===== src/fjq_pkg.sv =====
`default_nettype none
package fjq_pkg;
    localparam int DefQueueDepth   = 16;
    localparam int DefPayloadWidth = 32;
    localparam int KeyWidth        = 32;
    localparam int OutPayWidth     = 32;

    typedef enum logic [1:0] {
        REQ_ENQ    = 2'd0,
        REQ_DEQ    = 2'd1,
        REQ_REMOVE = 2'd2,
        REQ_NONE   = 2'd3
    } req_type_t;
endpackage
`default_nettype wire


===== src/fifo_job_queue_with_keyed_removal_unit.sv =====
`default_nettype none
// Job queue with removal by key; slots chained by links held in memory.
// A removal walks the chain from the head, one entry at a time, until the key
// matches or every held entry has been checked.
// Throughput: one request at a time; the next is taken once the result is out.
// Reset: rst_n asynchronous, active low, clears the free map, pointers and count;
// slot memories are left undefined and are only ever read after being written.
module fifo_job_queue_with_keyed_removal_unit #(
    parameter int QUEUE_DEPTH   = fjq_pkg::DefQueueDepth,
    parameter int PAYLOAD_WIDTH = fjq_pkg::DefPayloadWidth
) (
    input  wire logic        clk,
    input  wire logic        rst_n,
    input  wire logic        s_tvalid,
    output logic             s_tready,
    // job_key[31:0], job_payload[63:32]
    input  wire logic [63:0] s_tdata,
    // req_type[1:0]
    input  wire logic [1:0]  s_tuser,
    output logic             m_tvalid,
    input  wire logic        m_tready,
    // ok[0], out_key[32:1], out_payload[64:33], queue_count[69:65],
    // queue_empty[70], zero fill [71]
    output logic [71:0]      m_tdata
);
    import fjq_pkg::*;

    localparam int SW = $clog2(QUEUE_DEPTH);
    localparam int CW = $clog2(QUEUE_DEPTH + 1);
    localparam int PW = (PAYLOAD_WIDTH < OutPayWidth) ? PAYLOAD_WIDTH : OutPayWidth;

    typedef enum logic [2:0] {
        S_IDLE, S_READ, S_CHECK, S_LINK, S_OUT
    } state_t;

    // slot memories: one write port, one registered read port
    logic [KeyWidth-1:0] key_mem  [QUEUE_DEPTH];
    logic [PW-1:0]       pay_mem  [QUEUE_DEPTH];
    logic [SW-1:0]       link_mem [QUEUE_DEPTH];

    state_t               state_reg;
    logic [QUEUE_DEPTH-1:0] used_reg;
    logic [SW-1:0]        head_reg, tail_reg, cur_reg, prev_reg;
    logic                 has_prev_reg;
    logic [CW-1:0]        count_reg, walk_reg;
    req_type_t            type_reg;
    logic [KeyWidth-1:0]  key_reg;
    logic [PW-1:0]        pay_reg;
    logic                 res_ok_reg;
    logic [KeyWidth-1:0]  res_key_reg;
    logic [PW-1:0]        res_pay_reg;

    // memory ports
    logic                 mem_we;
    logic [SW-1:0]        waddr, raddr;
    logic                 wr_entry;  // whole entry, else link only
    logic [SW-1:0]        wlink;
    logic [KeyWidth-1:0]  rd_key;
    logic [PW-1:0]        rd_pay;
    logic [SW-1:0]        rd_link;

    // lowest free slot
    logic [SW-1:0] free_slot;
    always_comb
    begin
        free_slot = '0;
        for (int i = QUEUE_DEPTH - 1; i >= 0; i--) begin
            if (!used_reg[i]) free_slot = SW'(i);
        end
    end

    always_ff @(posedge clk)
    begin
        if (mem_we) begin
            link_mem[waddr] <= wlink;
            if (wr_entry) begin
                key_mem[waddr] <= key_reg;
                pay_mem[waddr] <= pay_reg;
            end
        end
        rd_key  <= key_mem[raddr];
        rd_pay  <= pay_mem[raddr];
        rd_link <= link_mem[raddr];
    end

    assign s_tready = (state_reg == S_IDLE);
    assign m_tvalid = (state_reg == S_OUT);
    assign m_tdata  = {1'b0, (count_reg == '0), 5'(count_reg),
                       32'(res_pay_reg), res_key_reg, res_ok_reg};

    always_comb
    begin
        mem_we   = 1'b0;
        wr_entry = 1'b0;
        waddr    = free_slot;
        wlink    = '0;
        raddr    = cur_reg;
        case (state_reg)
            S_READ: begin
                if (type_reg == REQ_ENQ && count_reg < CW'(QUEUE_DEPTH)) begin
                    mem_we   = 1'b1;
                    wr_entry = 1'b1;
                end
            end
            S_LINK: begin
                // tail link on enqueue, or bypass of removed entry
                mem_we = 1'b1;
                if (type_reg == REQ_ENQ) begin
                    waddr = tail_reg;
                    wlink = cur_reg;
                end else begin
                    waddr = prev_reg;
                    wlink = rd_link;
                end
            end
            default: ;
        endcase
    end

    always_ff @(posedge clk or negedge rst_n)
    begin
        if (!rst_n) begin
            state_reg <= S_IDLE;
            used_reg  <= '0;
            head_reg  <= '0;
            tail_reg  <= '0;
            count_reg <= '0;
            res_ok_reg <= 1'b0;
        end else begin
            case (state_reg)
                S_IDLE: begin
                    if (s_tvalid) begin
                        type_reg     <= req_type_t'(s_tuser);
                        key_reg      <= s_tdata[31:0];
                        pay_reg      <= s_tdata[32 +: PW];
                        cur_reg      <= head_reg;
                        has_prev_reg <= 1'b0;
                        walk_reg     <= '0;
                        res_ok_reg   <= 1'b0;
                        res_key_reg  <= '0;
                        res_pay_reg  <= '0;
                        state_reg    <= S_READ;
                    end
                end
                S_READ: begin
                    state_reg <= S_OUT;
                    case (type_reg)
                        REQ_ENQ: begin
                            if (count_reg < CW'(QUEUE_DEPTH)) begin
                                used_reg[free_slot] <= 1'b1;
                                res_ok_reg <= 1'b1;
                                count_reg  <= count_reg + 1'b1;
                                if (count_reg == '0) begin
                                    head_reg <= free_slot;
                                    tail_reg <= free_slot;
                                end else begin
                                    cur_reg   <= free_slot;
                                    state_reg <= S_LINK;
                                end
                            end
                        end
                        REQ_DEQ, REQ_REMOVE: begin
                            if (walk_reg < count_reg) state_reg <= S_CHECK;
                        end
                        default: ;
                    endcase
                end
                S_CHECK: begin
                    // read data for cur_reg is valid here
                    if (type_reg == REQ_DEQ || rd_key == key_reg) begin
                        res_ok_reg  <= 1'b1;
                        res_key_reg <= rd_key;
                        res_pay_reg <= rd_pay;
                        used_reg[cur_reg] <= 1'b0;
                        count_reg <= count_reg - 1'b1;
                        state_reg <= S_OUT;
                        if (count_reg == CW'(1)) begin
                            head_reg <= '0;
                            tail_reg <= '0;
                        end else if (!has_prev_reg) begin
                            head_reg <= rd_link;
                        end else begin
                            if (cur_reg == tail_reg) tail_reg <= prev_reg;
                            state_reg <= S_LINK;
                        end
                    end else begin
                        prev_reg     <= cur_reg;
                        has_prev_reg <= 1'b1;
                        cur_reg      <= rd_link;
                        walk_reg     <= walk_reg + 1'b1;
                        state_reg    <= S_READ;
                    end
                end
                S_LINK: begin
                    if (type_reg == REQ_ENQ) tail_reg <= cur_reg;
                    state_reg <= S_OUT;
                end
                S_OUT: begin
                    if (m_tready) state_reg <= S_IDLE;
                end
                default: state_reg <= S_IDLE;
            endcase
        end
    end
endmodule
`default_nettype wire


===== config.mk =====
export PLATFORM = sky130hd
export DESIGN_NAME = fifo_job_queue_with_keyed_removal_unit
export DESIGN_NICKNAME = d
export VERILOG_FILES = /design/src/fjq_pkg.sv /design/src/fifo_job_queue_with_keyed_removal_unit.sv
export SDC_FILE = /design/constraint.sdc
export NUM_CORES = 1
export LEC_CHECK = 0
export BUFFER_PORTS_ARGS = -buffer_cell sky130_fd_sc_hd__buf_2
export CORE_UTILIZATION = 45
export DETAILED_ROUTE_END_ITERATION = 10
export HOLD_SLACK_MARGIN = 0.05
export PLACE_DENSITY_LB_ADDON = 0.2
export SETUP_SLACK_MARGIN = 0.4
export SLEW_MARGIN = 20
export SYNTH_ARGS = -nofsm -noshare
export SYNTH_HDL_FRONTEND = slang
export SYNTH_SLANG_ARGS = --single-unit

===== constraint.sdc =====
create_clock -name clk -period 9.6 [get_ports clk]
set_input_delay 1.92 -clock clk [delete_from_list [all_inputs] [get_ports clk]]
set_output_delay 1.92 -clock clk [all_outputs]
set_load 0.01 [all_outputs]

---- Word-level counts from Yosys, hierarchy flattened ----
Memory sizes are Yosys's and may differ from the RTL's. A register that Yosys moved wholly into a read port is not among the register bits.
Cells that the tools add are included.
cells by class
  add/subtract/negate cells ............... 3
  magnitude comparators ................... 6
  equal/unequal tests ..................... 21
  muxes and demuxes ....................... 84
  bitwise logic cells ..................... 4
  reductions and logical operators ........ 22
operators with widths
  cell                                                               count
  two-way mux 4 bit                                                  36
  case mux 32 bit (2 select lines)                                   2
  two-way mux 32 bit                                                 3
  two-way mux 16 bit                                                 3
  equality test 32 bit                                               1
  case mux 16 bit (2 select lines)                                   1
  two-way mux 5 bit                                                  5
  two-way mux 3 bit                                                  8
  case mux 4 bit (3 select lines)                                    2
  case mux 5 bit (2 select lines)                                    2
  bitwise AND 16 bit                                                 1
  != test 2 bit, second input constant                               8
  NOT 16 bit                                                         1
  OR 16 bit                                                          1
  case mux 3 bit (5 select lines)                                    1
  two-way mux 1 bit                                                  14
  AND reduction 4 bit                                                3
  adder 5 x 1 -> 5 bit, second input constant                        2
  < comparator 4 x 5 -> 1 bit, second input constant                 2
  != test 3 bit, second input constant                               3
  demux 1 bit (select 4 bit)                                         2
  greater-or-equal comparator 4 x 1 -> 1 bit, second input constant  2
  case mux 4 bit (2 select lines)                                    1
  AND reduction 8 bit                                                1
  other kinds (28)                                                   35
storage, ports and cells
  bits in registers ....................... 177
  bits in writable memories ............... 1088
  output and inout port bits .............. 74
  word-level logic and storage cells ...... 158
  memories ................................ 3
memories
  memory    depth  width  rd ports  clocked after Yosys merged registers in  wr ports  RTL line                                      RTL
  key_mem   16     32     1         1                                        1         fifo_job_queue_with_keyed_removal_unit.sv:37  logic [KeyWidth-1:0] key_mem [QUEUE_DEPTH];
  pay_mem   16     32     1         1                                        1         fifo_job_queue_with_keyed_removal_unit.sv:38  logic [PW-1:0] pay_mem [QUEUE_DEPTH];
  link_mem  16     4      1         1                                        1         fifo_job_queue_with_keyed_removal_unit.sv:39  logic [SW-1:0] link_mem [QUEUE_DEPTH];

---- Longest topological paths before layout ----
  word-level depth ........................ 24
  depth in mapped cells ................... 9

---- Worst setup path after synthesis ----
No wires, ideal clock.
  path kind ............................... input to register
  start point ............................. input s_tvalid
  end point ............................... register res_key_reg[0] (enable)
  library setup time ...................... 0.581 ns
  arrival ................................. 6.713 ns
  data required time ...................... 9.019 ns
  setup slack ............................. 2.306 ns
  cell stages on the path ................. 2
  path through ............................ nor2_1 -> a211oi_1
between the ends
  cells in the longest elaborated chain, start to end .. 2
ends and longest elaborated chain
  item                                  RTL line                                       RTL
  from (decl)                           fifo_job_queue_with_keyed_removal_unit.sv:14   input wire logic s_tvalid,
  != test 2 bit (no source line)        -
  AND reduction 4 bit (no source line)  -
  to (signal assigned)                  fifo_job_queue_with_keyed_removal_unit.sv:172  res_key_reg <= rd_key;
  to (decl)                             fifo_job_queue_with_keyed_removal_unit.sv:50   logic [KeyWidth-1:0] res_key_reg;
Every way passes these cells.
A chain may end at the register's enable or synchronous reset.

---- Worst setup path in the final report ----
  start point ............................. register key_reg[30]
  end point ............................... register res_pay_reg[6] (enable)
between the ends
  cells in the longest elaborated chain, start to end .. 4
ends and longest elaborated chain
  item                                  RTL line                                       RTL
  from (decl)                           fifo_job_queue_with_keyed_removal_unit.sv:47   logic [KeyWidth-1:0] key_reg;
  from (signal assigned)                fifo_job_queue_with_keyed_removal_unit.sv:134  key_reg <= s_tdata[31:0];
  equality test 32 bit                  fifo_job_queue_with_keyed_removal_unit.sv:170  if (type_reg == REQ_DEQ || rd_key == key_reg) begin
  logical OR 1 bit                      fifo_job_queue_with_keyed_removal_unit.sv:170
  != test 2 bit (no source line)        -
  AND reduction 4 bit (no source line)  -
  to (signal assigned)                  fifo_job_queue_with_keyed_removal_unit.sv:173  res_pay_reg <= rd_pay;
  to (decl)                             fifo_job_queue_with_keyed_removal_unit.sv:51   logic [PW-1:0] res_pay_reg;
Every way passes these cells.

==> flow_summary.toml <==
[status]
status = "complete, no violations"

[clock_tree]
cts-root-buf = "clkbuf_16"
path_clk_slew_ps = 60
cts_inserted_buffers = 140
hold_buffers = 0
cts_setup_buffers = 0
post_cts_resized = 0
clockBufferDepth = 3
cts_tree = "built"
clock-sinks = 1333
htreeDepth = 4
clock_latency_ps = 740

[synth]
synth.distinct_cells = 64
synth_mux_area_frac = 0.156
synth-simple-area-share = 0.0266
async_reset_ff_frac = 0.0248
synth_top_family_by_area = "multiplexers"
synth-edff-count = 1232
synth.top_cells.by_area = "edfxtp_1 74%, mux4_2 15%, dfxtp_1 2.7%"
synth_nets = 2316
netlist_instances = 2234
synthXorXnorAreaFrac = 0.00716
ys_seq_area_frac = 0.781
synth_flop_cell = "edfxtp_1"
synth_seq_cells = 1333
synth-compound-area-share = 0.0150
syn_area_per_cell_um2 = 22.4
synth_fa_ha_area_frac = 0.00299
yosys_warnings = 0
yosysTopAreaCellShare = 0.738
yosys.area.top_type = "edfxtp_1"
netlist_area_um2 = 50100

[power_and_ir_drop]
p_switching_mw = 3.71
p_clk_frac = 0.365
totalPowerFinal_mw = 14.7
combPwrFrac = 0.149
p_leak_nw = 18.4
switching_share = 0.253
seq_power_share = 0.486
intPower_mw = 10.9
p_per_area_nw_per_um2 = 255
ir_drop_v = 0.000169

[die]
fp.dieW_um = 336
die_y_um = 336
coreArea_um2 = 111000
initial_utilization = 0.454
die-area_um2 = 113000
pin_count = 144
rows = 122

[placed_design]
hpwl_mm = 58.4
port_buffers = 142
gp_congestion = 0.802

[layout]
areaGrowthSynthToFinish_pct = 14.5
final.fill_count = 8642
fin_nets = 2535
regArea_um2 = 39200
reg_top3 = "key_mem: 512 flops, pay_mem: 512 flops, link_mem: 64 flops"
drive_gt1_frac = 0.301
multiInputGateArea_um2 = 10600

[route]
via_per_inst = 5.73
drtIter0Drc = 2164
first_pass_iters = 5
routed_wl_mm = 112
num_vias = 23200
ant_nets = 0
post_drt_wl_per_cell_um = 27.7
drc = 0

[timing]
skew_ps = 34.6
setup-tns-final_ps = 0
setup_viol = 0
fmax_ghz = 0.223
drv_slew = 0
period_share = 0.467
post-route-min-period_ps = 4480
hold_viol = 0
rsz0062_at_grt = "false"
worst_pin_slew_ps = 1220
slew_headroom = 0.190

[global_routing]
grtUsageMet2 = 0.330
use_met3 = 0.0305
antenna_found_initial = 0
grt_pass1_vias = 24000
grt_overflow = 0
grtUsageTotal = 0.203
grt_busiest_layer = "met2"
grt_start_max_net_pins = 151
grt_pass1_wl_mm = 165
use_met1 = 0.288

[critical_path]
reg2reg_slack_ps = 5120
reg2regPathDepth = 7
startpoint = "key_reg[30]"
critPathArrivalTime_ps = 4820
crit_path_end_kind = "flop"
path_max_fanout = 40
r2r_start = "key_reg[30]"
start_kind = "flop"
worstSetupPathType = "flop to flop"
cp_data_required_time_ps = 9940
reg2reg_to = "res_pay_reg[6]"

[min_path]
hold_path_depth = 1
hp-start = "rd_pay[4]"
hp-class = "flop to flop"
worstHoldEndpoint = "res_pay_reg[4]"

[flow_run]
maxCapViolCount = 0
[worst max-delay path: stages, from the launching register on]
cell      delay [ps]
edfxtp_1         590
xor2_1           290
nor4_1           650
nand4_1          310
o21a_1           630
a211oi_4         380
buf_4            440
buf_4            700
[placed cells by master, fill, tap and decap left out, drive strengths merged, types with 5 or more instances in the layout]
master    synthesis  final
edfxtp         1232   1232
mux4            340    340
buf              46    188
clkbuf           65    183
and2             70     70
dfxtp            68     68
nor2             64     64
clkinv            0     55
xor2             37     37
nand2            35     35
dfrtp            33     33
o21ai            30     30
a21oi            25     25
inv              18     21
nand3            19     19
nor4             12     12
ha               12     12
mux2i            11     11
bufinv            0     11
nor2b             8      8
nand4             7      7
a31oi             7      7
nand2b            7      7
and4              6      6
a22oi             6      6
a32oi             6      6
clkinvlp          0      6
nor3              5      5
nand3b            5      5
o31ai             5      5
o221ai            5      5
mux2              5      5
[final cells by class]
type | instances | share of cell area
antenna | 1 | 0.0000436
tap | 1488 | 0.0324
inverter | 18 | 0.00120
clock inverter | 75 | 0.0134
timing repair buffer | 188 | 0.0193
multi-input combinational | 772 | 0.184
clock buffer | 183 | 0.0669
sequential | 1333 | 0.683
[stage by stage]
stage,setup slack (ps),util,instances,instance area [µm²],hold WS (ps)
6_report,5120,0.519,4058,57400,502
5_1_grt,4920,0.519,4057,57400,517
4_1_cts,5120,0.519,4057,57400,507
3_5_place_dp,5090,0.478,3799,52800,491
3_3_place_gp,5150,0.478,3799,52800,484
2_1_floorplan,2310,-,2234,50100,424
[worst max path at each step]
stage / endpoint / depth (start not counted)
4_1_cts: res_pay_reg[6] / 7
5_1_grt: key_mem[3][26] / 7
6_report: res_pay_reg[6] / 7
2_1_floorplan: res_key_reg[0] / 2
3_3_place_gp: res_pay_reg[11] / 6
3_5_place_dp: pay_reg[16] / 4
[cell families after synthesis]
| group | after synthesis |
|---|---|
| and+or+nand+nor | 250 |
| xor gates and xnor gates | 41 |
| DFF | 1333 |
| muxes | 356 |
| buffers and inverters | 129 |
| other | 1 |
| adders and majority gates | 12 |
| AOI/OAI and AO/OA | 112 |
[cells in the mapped netlist (all sizes together) (6+ instances only)]
| cell | number |
|---|---|
| mux4 | 340 |
| nand2 | 35 |
| o21ai | 30 |
| buf | 46 |
| ha | 12 |
| dfrtp | 33 |
| nand4 | 7 |
| nand2b | 7 |
| clkbuf | 65 |
| nor2 | 64 |
| a22oi | 6 |
| nand3 | 19 |
| a32oi | 6 |
| mux2i | 11 |
| dfxtp | 68 |
| and4 | 6 |
| nor4 | 12 |
| a21oi | 25 |
| xor2 | 37 |
| nor2b | 8 |
| edfxtp | 1232 |
| inv | 18 |
| a31oi | 7 |
| and2 | 70 |
[power groups by stage]
stage / combinational (mW) / clock [mW] / sequential, mW
2_1_floorplan: 1.54 / 0 / 7.12
3_3_place_gp: 2.20 / 0 / 7.23
3_5_place_dp: 2.22 / 0 / 7.25
4_1_cts: 2.22 / 5.46 / 7.13
5_1_grt: 2.33 / 5.67 / 7.17
6_report: 2.18 / 5.35 / 7.12
[routing by layer]
metal / part of all wire / wire [µm]
met1: 0.44 / 49000
met2: 0.49 / 55600
met3: 0.051 / 5740
met4: 0.018 / 2010
met5: 0 / 0
No activity file was read; power rests on OpenSTA's default activity.
